--- config.mk ---
export PLATFORM = sky130hd
export DESIGN_NAME = gain_and_peak_level_meter_core
export DESIGN_NICKNAME = d
export VERILOG_FILES = /design/src/hw/rtl/gplm_pkg.sv /design/src/hw/rtl/gplm_gain.sv /design/src/hw/rtl/gplm_meter.sv /design/src/hw/rtl/gain_and_peak_level_meter_core.sv
export SDC_FILE = /design/constraint.sdc
export NUM_CORES = 2
export LEC_CHECK = 0
export ABC_AREA = 1
export BUFFER_PORTS_ARGS = -buffer_cell sky130_fd_sc_hd__buf_2
export CORE_MARGIN = 3
export CORE_UTILIZATION = 65
export DETAILED_ROUTE_END_ITERATION = 12
export PLACE_DENSITY = 0.89
export SLEW_MARGIN = 25
export SYNTH_ARGS = -nofsm -noshare
export SYNTH_HDL_FRONTEND = slang
export SYNTH_SLANG_ARGS = --single-unit
--- constraint.sdc ---
create_clock -name clk -period 15.21 [get_ports clk]
set_clock_uncertainty 0.1 [all_clocks]
set_input_delay 3.042 -clock clk [delete_from_list [all_inputs] [get_ports clk]]
set_output_delay 3.042 -clock clk [all_outputs]
set_load 0.02 [all_outputs]
--- src/hw/rtl/gplm_pkg.sv ---
package gplm_pkg;

  // Sample format codes
  localparam logic [1:0] FMT_U8  = 2'd0;
  localparam logic [1:0] FMT_S16 = 2'd1;
  localparam logic [1:0] FMT_S32 = 2'd2;
  localparam logic [1:0] FMT_RAW = 2'd3;

  // Configuration register indexes
  localparam logic CFG_SAMPLE_FORMAT = 1'b0;
  localparam logic CFG_GAIN_PERCENT  = 1'b1;

  localparam int CFG_DATA_W = 10;

  localparam logic [1:0]            FORMAT_RESET = FMT_S16;
  localparam logic [CFG_DATA_W-1:0] GAIN_RESET   = 10'd100;
  localparam logic [CFG_DATA_W-1:0] GAIN_UNITY   = 10'd100;

  // floor(x/100) = (x * RECIP100) >> 37 for any 32-bit x
  localparam logic [31:0] RECIP100 = 32'h51EB_851F;
  // floor(x/100) = (x * RECIP100_NARROW) >> 24 for x below 2^17
  localparam logic [17:0] RECIP100_NARROW = 18'd167773;
  // floor(x/3) = (x * RECIP3) >> 33 for any 32-bit x
  localparam logic [31:0] RECIP3 = 32'hAAAA_AAAB;

  localparam logic [30:0] PEAK_MAX = 31'h7FFF_FFFF;

  // Smallest top-bits index that reaches reading 1 .. 9
  localparam logic [6:0] LEVEL_STEPS [9] = '{7'd2, 7'd3, 7'd5, 7'd8, 7'd13,
                                             7'd21, 7'd34, 7'd55, 7'd91};

  typedef struct packed {
    logic [31:0] word;
    logic        last;
  } gplm_item_t;

  function automatic logic [3:0] level_of(input logic [6:0] idx);
    logic [3:0] r;
    r = 4'd0;
    for (int i = 0; i < 9; i++) begin
      if (idx >= LEVEL_STEPS[i]) begin
        r = 4'(i + 1);
      end
    end
    return r;
  endfunction

endpackage

--- src/hw/rtl/gplm_gain.sv ---
module gplm_gain (
  input  logic                 clk,
  input  logic                 rst_n,
  input  logic [1:0]           sample_format,
  input  logic [9:0]           gain_percent,
  input  logic                 in_valid,
  output logic                 in_stall,
  input  logic [31:0]          in_sample_bits,
  input  logic                 in_last,
  output logic                 out_valid,
  input  logic                 out_stall,
  output gplm_pkg::gplm_item_t out_item
);
  import gplm_pkg::*;

  logic v1_r, v2_r, v3_r, v4_r;
  logic take1, take2, take3, take4;

  // stage 1: sample, sign and magnitude
  logic [31:0] raw1_r, mag1_r;
  logic        neg1_r, last1_r;
  // stage 2: magnitude / 100
  logic [31:0] raw2_r, mag2_r;
  logic        neg2_r, last2_r;
  logic [24:0] q2_r;
  // stage 3: partial products with the gain
  logic [31:0] raw3_r, phi3_r;
  logic [16:0] plo3_r;
  logic        neg3_r, last3_r;
  // stage 4: result word
  logic [31:0] word4_r;
  logic        last4_r;

  logic [31:0] s_ext, mag_in;
  logic [63:0] prod_q;
  logic [31:0] rem_full;
  logic [6:0]  rem;
  logic [34:0] phi_full;
  logic [16:0] plo;
  logic [34:0] lo_prod;
  logic [9:0]  lo_q;
  logic [31:0] sum, res;
  logic        scale;

  assign take4 = !v4_r || !out_stall;
  assign take3 = !v3_r || take4;
  assign take2 = !v2_r || take3;
  assign take1 = !v1_r || take2;
  assign in_stall = !take1;

  always_comb begin
    s_ext  = (sample_format == FMT_S16) ?
             {{16{in_sample_bits[15]}}, in_sample_bits[15:0]} : in_sample_bits;
    mag_in = s_ext[31] ? (~s_ext + 32'd1) : s_ext;
  end

  assign prod_q   = {32'd0, mag1_r} * {32'd0, RECIP100};
  assign rem_full = mag2_r - ({7'd0, q2_r} * 32'd100);
  assign rem      = rem_full[6:0];
  assign phi_full = {10'd0, q2_r} * {25'd0, gain_percent};
  assign plo      = {10'd0, rem} * {7'd0, gain_percent};
  assign lo_prod  = {18'd0, plo3_r} * {17'd0, RECIP100_NARROW};
  assign lo_q     = lo_prod[33:24];
  assign sum      = phi3_r + {22'd0, lo_q};
  assign res      = neg3_r ? (~sum + 32'd1) : sum;
  assign scale    = (gain_percent != '0) && (gain_percent != GAIN_UNITY) &&
                    ((sample_format == FMT_S16) || (sample_format == FMT_S32));

  always_ff @(posedge clk) begin
    if (!rst_n) begin
      v1_r <= 1'b0;
      v2_r <= 1'b0;
      v3_r <= 1'b0;
      v4_r <= 1'b0;
    end else begin
      if (take1) v1_r <= in_valid;
      if (take2) v2_r <= v1_r;
      if (take3) v3_r <= v2_r;
      if (take4) v4_r <= v3_r;
    end
  end

  always_ff @(posedge clk) begin
    if (take1) begin
      raw1_r  <= in_sample_bits;
      mag1_r  <= mag_in;
      neg1_r  <= s_ext[31];
      last1_r <= in_last;
    end
    if (take2) begin
      raw2_r  <= raw1_r;
      mag2_r  <= mag1_r;
      neg2_r  <= neg1_r;
      last2_r <= last1_r;
      q2_r    <= prod_q[61:37];
    end
    if (take3) begin
      raw3_r  <= raw2_r;
      phi3_r  <= phi_full[31:0];
      plo3_r  <= plo;
      neg3_r  <= neg2_r;
      last3_r <= last2_r;
    end
    if (take4) begin
      word4_r <= scale ? res : raw3_r;
      last4_r <= last3_r;
    end
  end

  assign out_valid     = v4_r;
  assign out_item.word = word4_r;
  assign out_item.last = last4_r;

endmodule

--- src/hw/rtl/gplm_meter.sv ---
module gplm_meter (
  input  logic                 clk,
  input  logic                 rst_n,
  input  logic [1:0]           sample_format,
  input  logic                 in_valid,
  output logic                 in_stall,
  input  gplm_pkg::gplm_item_t in_item,
  output logic                 out_valid,
  input  logic                 out_stall,
  output logic [31:0]          out_scaled_bits,
  output logic                 out_meter_valid,
  output logic [3:0]           out_meter_reading
);
  import gplm_pkg::*;

  logic v5_r, v6_r;
  logic take5, take6;

  logic [31:0] scaled5_r;
  logic [30:0] mag5_r;
  logic        last5_r, bypass5_r;

  logic [31:0] scaled6_r;
  logic        mvalid6_r;
  logic [3:0]  reading6_r;
  logic [30:0] peak_r, peak_nxt;

  logic [31:0] scaled, aligned, abs_al;
  logic [30:0] mag;
  logic [30:0] peak_max;
  logic [62:0] prod_d;
  logic [30:0] decayed;

  assign take6    = !v6_r || !out_stall;
  assign take5    = !v5_r || take6;
  assign in_stall = !take5;

  // align to 32 bits per format and take the saturated magnitude
  always_comb begin
    case (sample_format)
      FMT_U8: begin
        scaled  = {24'd0, in_item.word[7:0]};
        aligned = {in_item.word[7] ^ 1'b1, in_item.word[6:0], 24'd0};
      end
      FMT_S16: begin
        scaled  = {16'd0, in_item.word[15:0]};
        aligned = {in_item.word[15:0], 16'd0};
      end
      default: begin
        scaled  = in_item.word;
        aligned = in_item.word;
      end
    endcase
    abs_al = aligned[31] ? (~aligned + 32'd1) : aligned;
    mag    = abs_al[31] ? PEAK_MAX : abs_al[30:0];
  end

  assign peak_max = (mag5_r > peak_r) ? mag5_r : peak_r;
  assign prod_d   = {32'd0, peak_max} * {31'd0, RECIP3};
  assign decayed  = {prod_d[62:33], 1'b0};

  always_comb begin
    peak_nxt = peak_r;
    if (v5_r && take6 && !bypass5_r) begin
      peak_nxt = last5_r ? decayed : peak_max;
    end
  end

  always_ff @(posedge clk) begin
    if (!rst_n) begin
      v5_r   <= 1'b0;
      v6_r   <= 1'b0;
      peak_r <= '0;
    end else begin
      if (take5) v5_r <= in_valid;
      if (take6) v6_r <= v5_r;
      peak_r <= peak_nxt;
    end
  end

  always_ff @(posedge clk) begin
    if (take5) begin
      scaled5_r <= scaled;
      mag5_r    <= mag;
      last5_r   <= in_item.last;
      bypass5_r <= (sample_format == FMT_RAW);
    end
    if (take6) begin
      scaled6_r  <= scaled5_r;
      mvalid6_r  <= last5_r && !bypass5_r;
      reading6_r <= (last5_r && !bypass5_r) ? level_of(peak_max[30:24]) : 4'd0;
    end
  end

  assign out_valid         = v6_r;
  assign out_scaled_bits   = scaled6_r;
  assign out_meter_valid   = mvalid6_r;
  assign out_meter_reading = reading6_r;

endmodule

--- src/hw/rtl/gain_and_peak_level_meter_core.sv ---
// Gain and peak level meter core.
// Input channel (in_valid / in_stall): one audio sample a beat, in_sample_bits
// holding the raw pattern (low 8, 16 or 32 bits used per format) and
// in_last_in_block marking the final sample of a block.
// Result channel (out_valid / out_stall): one beat per input beat, in order,
// carrying the sample after gain (signed formats) and, on a block's last
// sample outside raw format, a meter reading with out_meter_valid set.
// Configuration (cfg_we / cfg_index / cfg_wdata): write sample_format (index 0)
// and gain_percent (index 1) only while the block is idle.
// Throughput: one beat per cycle while out_stall is low. Pipeline: six register
// stages, four of gain arithmetic (magnitude, divide by 100 through a reciprocal
// multiply, gain products, recombine) and two of metering (alignment and
// magnitude, then peak update).
// The peak register is the only loop: compare, lookup and decay by 2/3 (one
// reciprocal multiply) are combinational logic off its output.
// Reset: all pipeline stages empty, peak cleared, format signed 16-bit, gain 100.
// Stall: a stalled result holds; earlier stages keep filling bubbles, so input
// beats are still taken until the pipeline is full.
module gain_and_peak_level_meter_core (
  input  logic        clk,
  input  logic        rst_n,
  input  logic        cfg_we,
  input  logic        cfg_index,
  input  logic [gplm_pkg::CFG_DATA_W-1:0] cfg_wdata,
  input  logic        in_valid,
  output logic        in_stall,
  input  logic [31:0] in_sample_bits,
  input  logic        in_last_in_block,
  output logic        out_valid,
  input  logic        out_stall,
  output logic [31:0] out_scaled_bits,
  output logic        out_meter_valid,
  output logic [3:0]  out_meter_reading
);
  import gplm_pkg::*;

  logic [1:0]            sample_format_r;
  logic [CFG_DATA_W-1:0] gain_percent_r;

  logic       mid_valid, mid_stall;
  gplm_item_t mid_item;

  // Register writes: decode the index, drop the rest of the data word
  always_ff @(posedge clk) begin
    if (!rst_n) begin
      sample_format_r <= FORMAT_RESET;
      gain_percent_r  <= GAIN_RESET;
    end else if (cfg_we) begin
      case (cfg_index)
        CFG_SAMPLE_FORMAT: sample_format_r <= cfg_wdata[1:0];
        CFG_GAIN_PERCENT:  gain_percent_r  <= cfg_wdata;
        default: ;
      endcase
    end
  end

  // Gain arithmetic: truncating multiply by gain/100, wrapped to the sample width
  gplm_gain u_gain (
    .clk            (clk),
    .rst_n          (rst_n),
    .sample_format  (sample_format_r),
    .gain_percent   (gain_percent_r),
    .in_valid       (in_valid),
    .in_stall       (in_stall),
    .in_sample_bits (in_sample_bits),
    .in_last        (in_last_in_block),
    .out_valid      (mid_valid),
    .out_stall      (mid_stall),
    .out_item       (mid_item)
  );

  // Metering: align, magnitude, peak hold, reading and decay
  gplm_meter u_meter (
    .clk               (clk),
    .rst_n             (rst_n),
    .sample_format     (sample_format_r),
    .in_valid          (mid_valid),
    .in_stall          (mid_stall),
    .in_item           (mid_item),
    .out_valid         (out_valid),
    .out_stall         (out_stall),
    .out_scaled_bits   (out_scaled_bits),
    .out_meter_valid   (out_meter_valid),
    .out_meter_reading (out_meter_reading)
  );

endmodule

Word level (Yosys, flattened, before mapping). Index checks and enable logic that the tools add are counted.

Register bits: 399. Output and inout bits: 39. Input port bits: 49.

Multiply operators: 6. Equal/unequal tests: 4. $add $sub $neg: 5. Mux-type cells: 18. Bitwise logic cells: 6. Reductions and logical operators: 26. Order comparisons: 10.

Operators by type and width (count): 2-to-1 mux 32 bit (4); case mux 32 bit (2 select lines) (2); adder 32 x 1 -> 32 bit, second input constant (3); NOT 32 bit (3); 2-to-1 mux 31 bit (3); multiplier 31 x 32 -> 63 bit, second input constant (1); multiplier 32 x 31 -> 62 bit, second input constant (1); multiplier 17 x 18 -> 34 bit, second input constant (1); adder 32 x 10 -> 32 bit (1); multiplier 25 x 10 -> 32 bit (1); > comparator 31 bit (1); multiplier 25 x 5 -> 5 bit, second input constant (1); multiplier 7 x 10 -> 17 bit (1); greater-or-equal comparator 7 x 2 -> 1 bit, second input constant (2); greater-or-equal comparator 7 x 4 -> 1 bit, second input constant (2); greater-or-equal comparator 7 x 6 -> 1 bit, second input constant (2); 2-to-1 mux 3 bit (4); inequality test 10 x 7 -> 1 bit, second input constant (1); nonzero test 10 bit (1); logical NOT 1 bit (9); 2-to-1 mux 4 bit (2); greater-or-equal comparator 7 x 3 -> 1 bit, second input constant (1); greater-or-equal comparator 7 x 5 -> 1 bit, second input constant (1); greater-or-equal comparator 7 bit, second input constant (1); 11 further kinds (26).

Logic depth before layout (Yosys ltp).
Depth after elaboration: 12. Mapped depth: 48.

Cells and area by module. A second synthesis with hierarchy kept.

Cell total of the unflattened synthesis: 7176. Area total of the unflattened synthesis: 64085.2 µm².

Modules (own cells, without submodules): gplm_gain (area an instance 43484.2 µm², cells each 4724, times used 1, sequential area each 7467.2 µm²); gplm_meter (area an instance 20165.6 µm², cells each 2396, times used 1, sequential area each 3723.6 µm²); gain_and_peak_level_meter_core (area an instance 435.4 µm², cells each 56, times used 1, sequential area each 240.2 µm²).

Worst setup path before layout. No wires, ideal clock.

Path kind: input -> output. Start point: in out_stall. End point: out in_stall. Data arrival time: 9721 ps. Required time: 12068 ps. Path buffers: 0. Cell stages on the path: 10. Path slack: 2347 ps. Cell sequence: nand2_1 -> nor2_1 -> inv_1 -> nor2_1 -> inv_1 -> nor2_1 -> inv_1 -> nor2_1 -> inv_1 -> nor2_1.

Word-level cells in the longest chain between the ends: 8.

Ends and longest elaborated chain: start: declaration (RTL line gain_and_peak_level_meter_core.sv:30) `input logic out_stall,`; logical NOT 1 bit (RTL line gplm_meter.sv:34) `assign take6 = !v6_r || !out_stall;`; logical OR 1 bit (RTL line gplm_meter.sv:34); logical OR 1 bit (RTL line gplm_meter.sv:35) `assign take5 = !v5_r || take6;`; via u_meter.take5 (RTL line gplm_meter.sv:17) `logic take5, take6;`; logical OR 1 bit (RTL line gplm_gain.sv:45) `assign take4 = !v4_r || !out_stall;`; via u_gain.take4 (RTL line gplm_gain.sv:17) `logic take1, take2, take3, take4;`; logical OR 1 bit (RTL line gplm_gain.sv:46) `assign take3 = !v3_r || take4;`; via u_gain.take3 (RTL line gplm_gain.sv:17); logical OR 1 bit (RTL line gplm_gain.sv:47) `assign take2 = !v2_r || take3;`; via u_gain.take2 (RTL line gplm_gain.sv:17); logical OR 1 bit (RTL line gplm_gain.sv:48) `assign take1 = !v1_r || take2;`; logical NOT 1 bit (RTL line gplm_gain.sv:49) `assign in_stall = !take1;`; end: declaration (RTL line gain_and_peak_level_meter_core.sv:26) `output logic in_stall,`.

The timed path passes the listed nets, and every way through them passes these cells.

Worst setup path after layout. Same ends and word-level chain as after synthesis.

==> results.py <==
metrics = {
    "run_status": {
        "outcome": "complete, no violations",
    },
    "worst_setup_path": {
        "critPathTopFamily": "buffers and inverters",
        "crit_top_cell": "nor2_1",
        "critPathRequiredTime_ns": 12.07,
        "r2r_cells": 35,
        "worst-path-buf-inv": 10,
        "cp-endpoint": "in_stall",
        "arrival_ns": 7.10,
        "r2r_setup_slack_ns": 5.25,
        "cp-end-kind": "primary output",
        "r2r_end": "u_meter.peak_r[27]",
        "cp_cell_sequence": "buf_2 > nand2_2 > buf_4 > nor2_1 > inv_2 > buf_4 > nor2_1 > inv_1 > buf_4 > nor2_1 > clkinv_2 > nor2_1 > inv_2 > buf_4 > nor2_1 > buf_2",
        "startpoint_type": "input port",
        "max_stage_delay_ns": 0.66,
        "slowest_stage": "buf_4",
        "path_max_fanout": 67,
        "reg2reg_from": "u_meter.mag5_r[30]",
        "cp-startpoint": "out_stall",
        "worst-setup-path-type": "input port to primary output",
        "crit_cells": 16,
    },
    "global_routing": {
        "antenna_found_initial": 9,
        "grtUsageMet3": 0.0583,
        "grt_max_degree": 68,
        "grt_overflow": 0,
        "grtUsageMet2": 0.582,
        "top_usage_layer": "met2",
        "track_usage": 0.350,
        "grt_pass1_wl_um": 276000,
        "grt_pass1_vias": 50900,
        "grtUsageMet1": 0.453,
    },
    "die": {
        "initial_core_util": 0.661,
        "chipHeight_um": 318,
        "die_area_um2": 101000,
        "num_rows": 113,
        "io_pins": 88,
        "core-area_um2": 95700,
        "die_w_um": 318,
    },
    "yosys": {
        "synthFlopType": "edfxtp_1",
        "yosysSeqAreaShare": 0.181,
        "synth_top_area_share": 0.298,
        "yosysUniqueCellTypes": 70,
        "synth_top_area_cell": "fa_1",
        "synth_most_common_cell": "inv_1",
        "synth_area_um2": 63300,
        "synthTopCellsByArea": "fa_1 30%, ha_1 19%, edfxtp_1 17%",
        "ys_seq_elements": 397,
        "synthArstFlopShare": 0,
        "ys_warn_count": 0,
        "synth.avg_cell_area_um2": 9.08,
        "syn_inst": 6968,
        "synth.top_cells.by_count": "1,751 x inv_1, 1,036 x nand2_1, 972 x ha_1",
        "synth_nets": 8931,
        "synth_edf_count": 348,
    },
    "hold_path": {
        "holdCritPathClass": "flop to flop",
    },
    "layout": {
        "n_fill_cell": 7211,
        "nets": 9003,
        "final_util": 0.697,
        "syn_to_final_growth_pct": 5.44,
        "drive_gt1_frac": 0.0433,
    },
    "detailed_routing": {
        "post_drt_via_cell_ratio": 5.80,
        "routedWlPerCell_um": 20.9,
        "wl_um": 175000,
        "antenna_left": 0,
        "drc": 0,
        "drt_iter0_markers": 4580,
        "drtPass1Iterations": 6,
        "vias": 48400,
    },
    "sta": {
        "max_freq_mhz": 97.6,
        "finalCriticalPeriod_ns": 10.24,
        "tightest_slew_ns": 1.08,
        "fin_crit_sh": 0.673,
        "slew_viol_final": 0,
        "hold_viol_final": 0,
        "rsz0062_at_grt": "no",
        "slew_headroom": 0.271,
        "setup_tns_ns": 0,
        "setup_viol": 0,
    },
    "run": {
        "maxCapViolations": 0,
    },
    "cts": {
        "cts_buffer_depth": 3,
        "htreeDepth": 2,
        "postCtsHoldBufs": 0,
        "numCtsBuffers": 44,
        "post_cts_buffers": 0,
        "cts_root_buffer": "clkbuf_16",
        "cts_resized": 0,
        "clock_latency_ns": 0.63,
        "numClockSinks": 397,
        "cts_tree": "built",
        "path_clk_slew_ns": 0.06,
    },
    "placement": {
        "io_buffers": 87,
        "routabilityCongestion": 1.05,
        "hpwlAfterDp_um": 148000,
    },
}
==> metal layers <==
metal	wire length (um)	part of all wire
met4	9210	0.053
met2	82900	0.47
met3	15600	0.089
met5	83	0.00048
met1	66800	0.38
==> sequential cells by signal (all words and copies together) (netlist names), 2 cells and up <==
name and count:
u_gain.mag1_r 32, u_meter.mag5_r 31, gain_percent_r 10, u_gain.raw1_r 31, u_gain.raw2_r 31, u_gain.phi3_r 32
u_meter.scaled5_r 32, u_meter.out_scaled_bits 32, u_gain.word4_r 32, u_gain.raw3_r 32, u_gain.mag2_r 7, u_meter.out_meter_reading 4
u_gain.q2_r 25, u_gain.plo3_r 17, sample_format_r 2, u_meter.peak_r 31
==> through the flow <==
stage | hold WS [ns] | instance area (um^2) | cells | setup WS (ns)
6_report | 0.304 | 66700 | 8347 | 4.97
5_1_grt | 0.321 | 66700 | 8340 | 4.60
4_1_cts | 0.307 | 66700 | 8340 | 4.96
3_5_place_dp | 0.305 | 65200 | 8259 | 4.99
3_3_place_gp | 0.301 | 65200 | 8259 | 5.10
2_1_floorplan | 0.300 | 63300 | 6968 | 2.35
==> kinds of logic (layout without fill, tap and decap cells) <==
logic type | Yosys count | in the layout | synth area share
xor gates and xnor gates | 200 | 200 | 0.0277
AOI/OAI and AO/OA | 772 | 772 | 0.0697
DFF | 397 | 397 | 0.181
adders and majority gates | 1914 | 1914 | 0.490
buffers and inverters | 1883 | 1990 | 0.112
other | 0 | 7 | 0
and+or+nand+nor | 1802 | 1802 | 0.119
==> cell usage in the layout (no fill, tap or decap), drive strengths merged, types with 13 or more instances in the layout <==
cell	n
inv	1767
nand2	1043
ha	972
fa	942
nor2	420
a21oi	364
edfxtp	348
o21ai	228
nand3	176
buf	141
xor2	131
xnor2	69
nor3	69
dfxtp	49
clkbuf	49
nand4	35
clkinv	28
a31oi	26
o21a	26
a21o	25
or2	23
a21boi	21
o21bai	20
o211ai	20
nor4	15
nand3b	13
==> how the worst min path moves through the flow <==
| stage | from | end | slack, ns | depth (start not counted) |
|---|---|---|---|---|
| finish | u_gain.raw1_r[19] | u_gain.raw2_r[19] | 0.30 | 0 |
| global route | u_gain.raw2_r[31] | u_gain.raw3_r[31] | 0.32 | 0 |
| detailed placement | u_gain.raw1_r[22] | u_gain.raw2_r[22] | 0.30 | 0 |
| floorplan | u_gain.last1_r | u_gain.last2_r | 0.30 | 0 |
| global placement | u_gain.raw2_r[23] | u_gain.raw3_r[23] | 0.30 | 0 |
| CTS | u_gain.raw1_r[19] | u_gain.raw2_r[19] | 0.31 | 0 |
==> worst reg2reg max path: cells and delay by family (launching register included) <==
family	cells	cell delay, ns
AOI/OAI and AO/OA	8	2.31
adders and majority gates	10	4.74
buffers and inverters	5	0.75
DFF	1	0.43
and+or+nand+nor	12	1.53
==> layout make-up <==
class                      instances  area, um^2  area share
tap                             1265        1580      0.0237
multi-input combinational       4688       44700       0.670
clock buffer                      49        1140      0.0171
sequential                       397       11400       0.171
inverter                        1768        6640      0.0996
timing repair buffer             141         841      0.0126
clock inverter                    32         325     0.00488
antenna                            7        17.5    0.000263
Power is left out: the tool's default activity adds up to more than one toggle a clock period on the data nets, which glitch-free logic cannot reach.
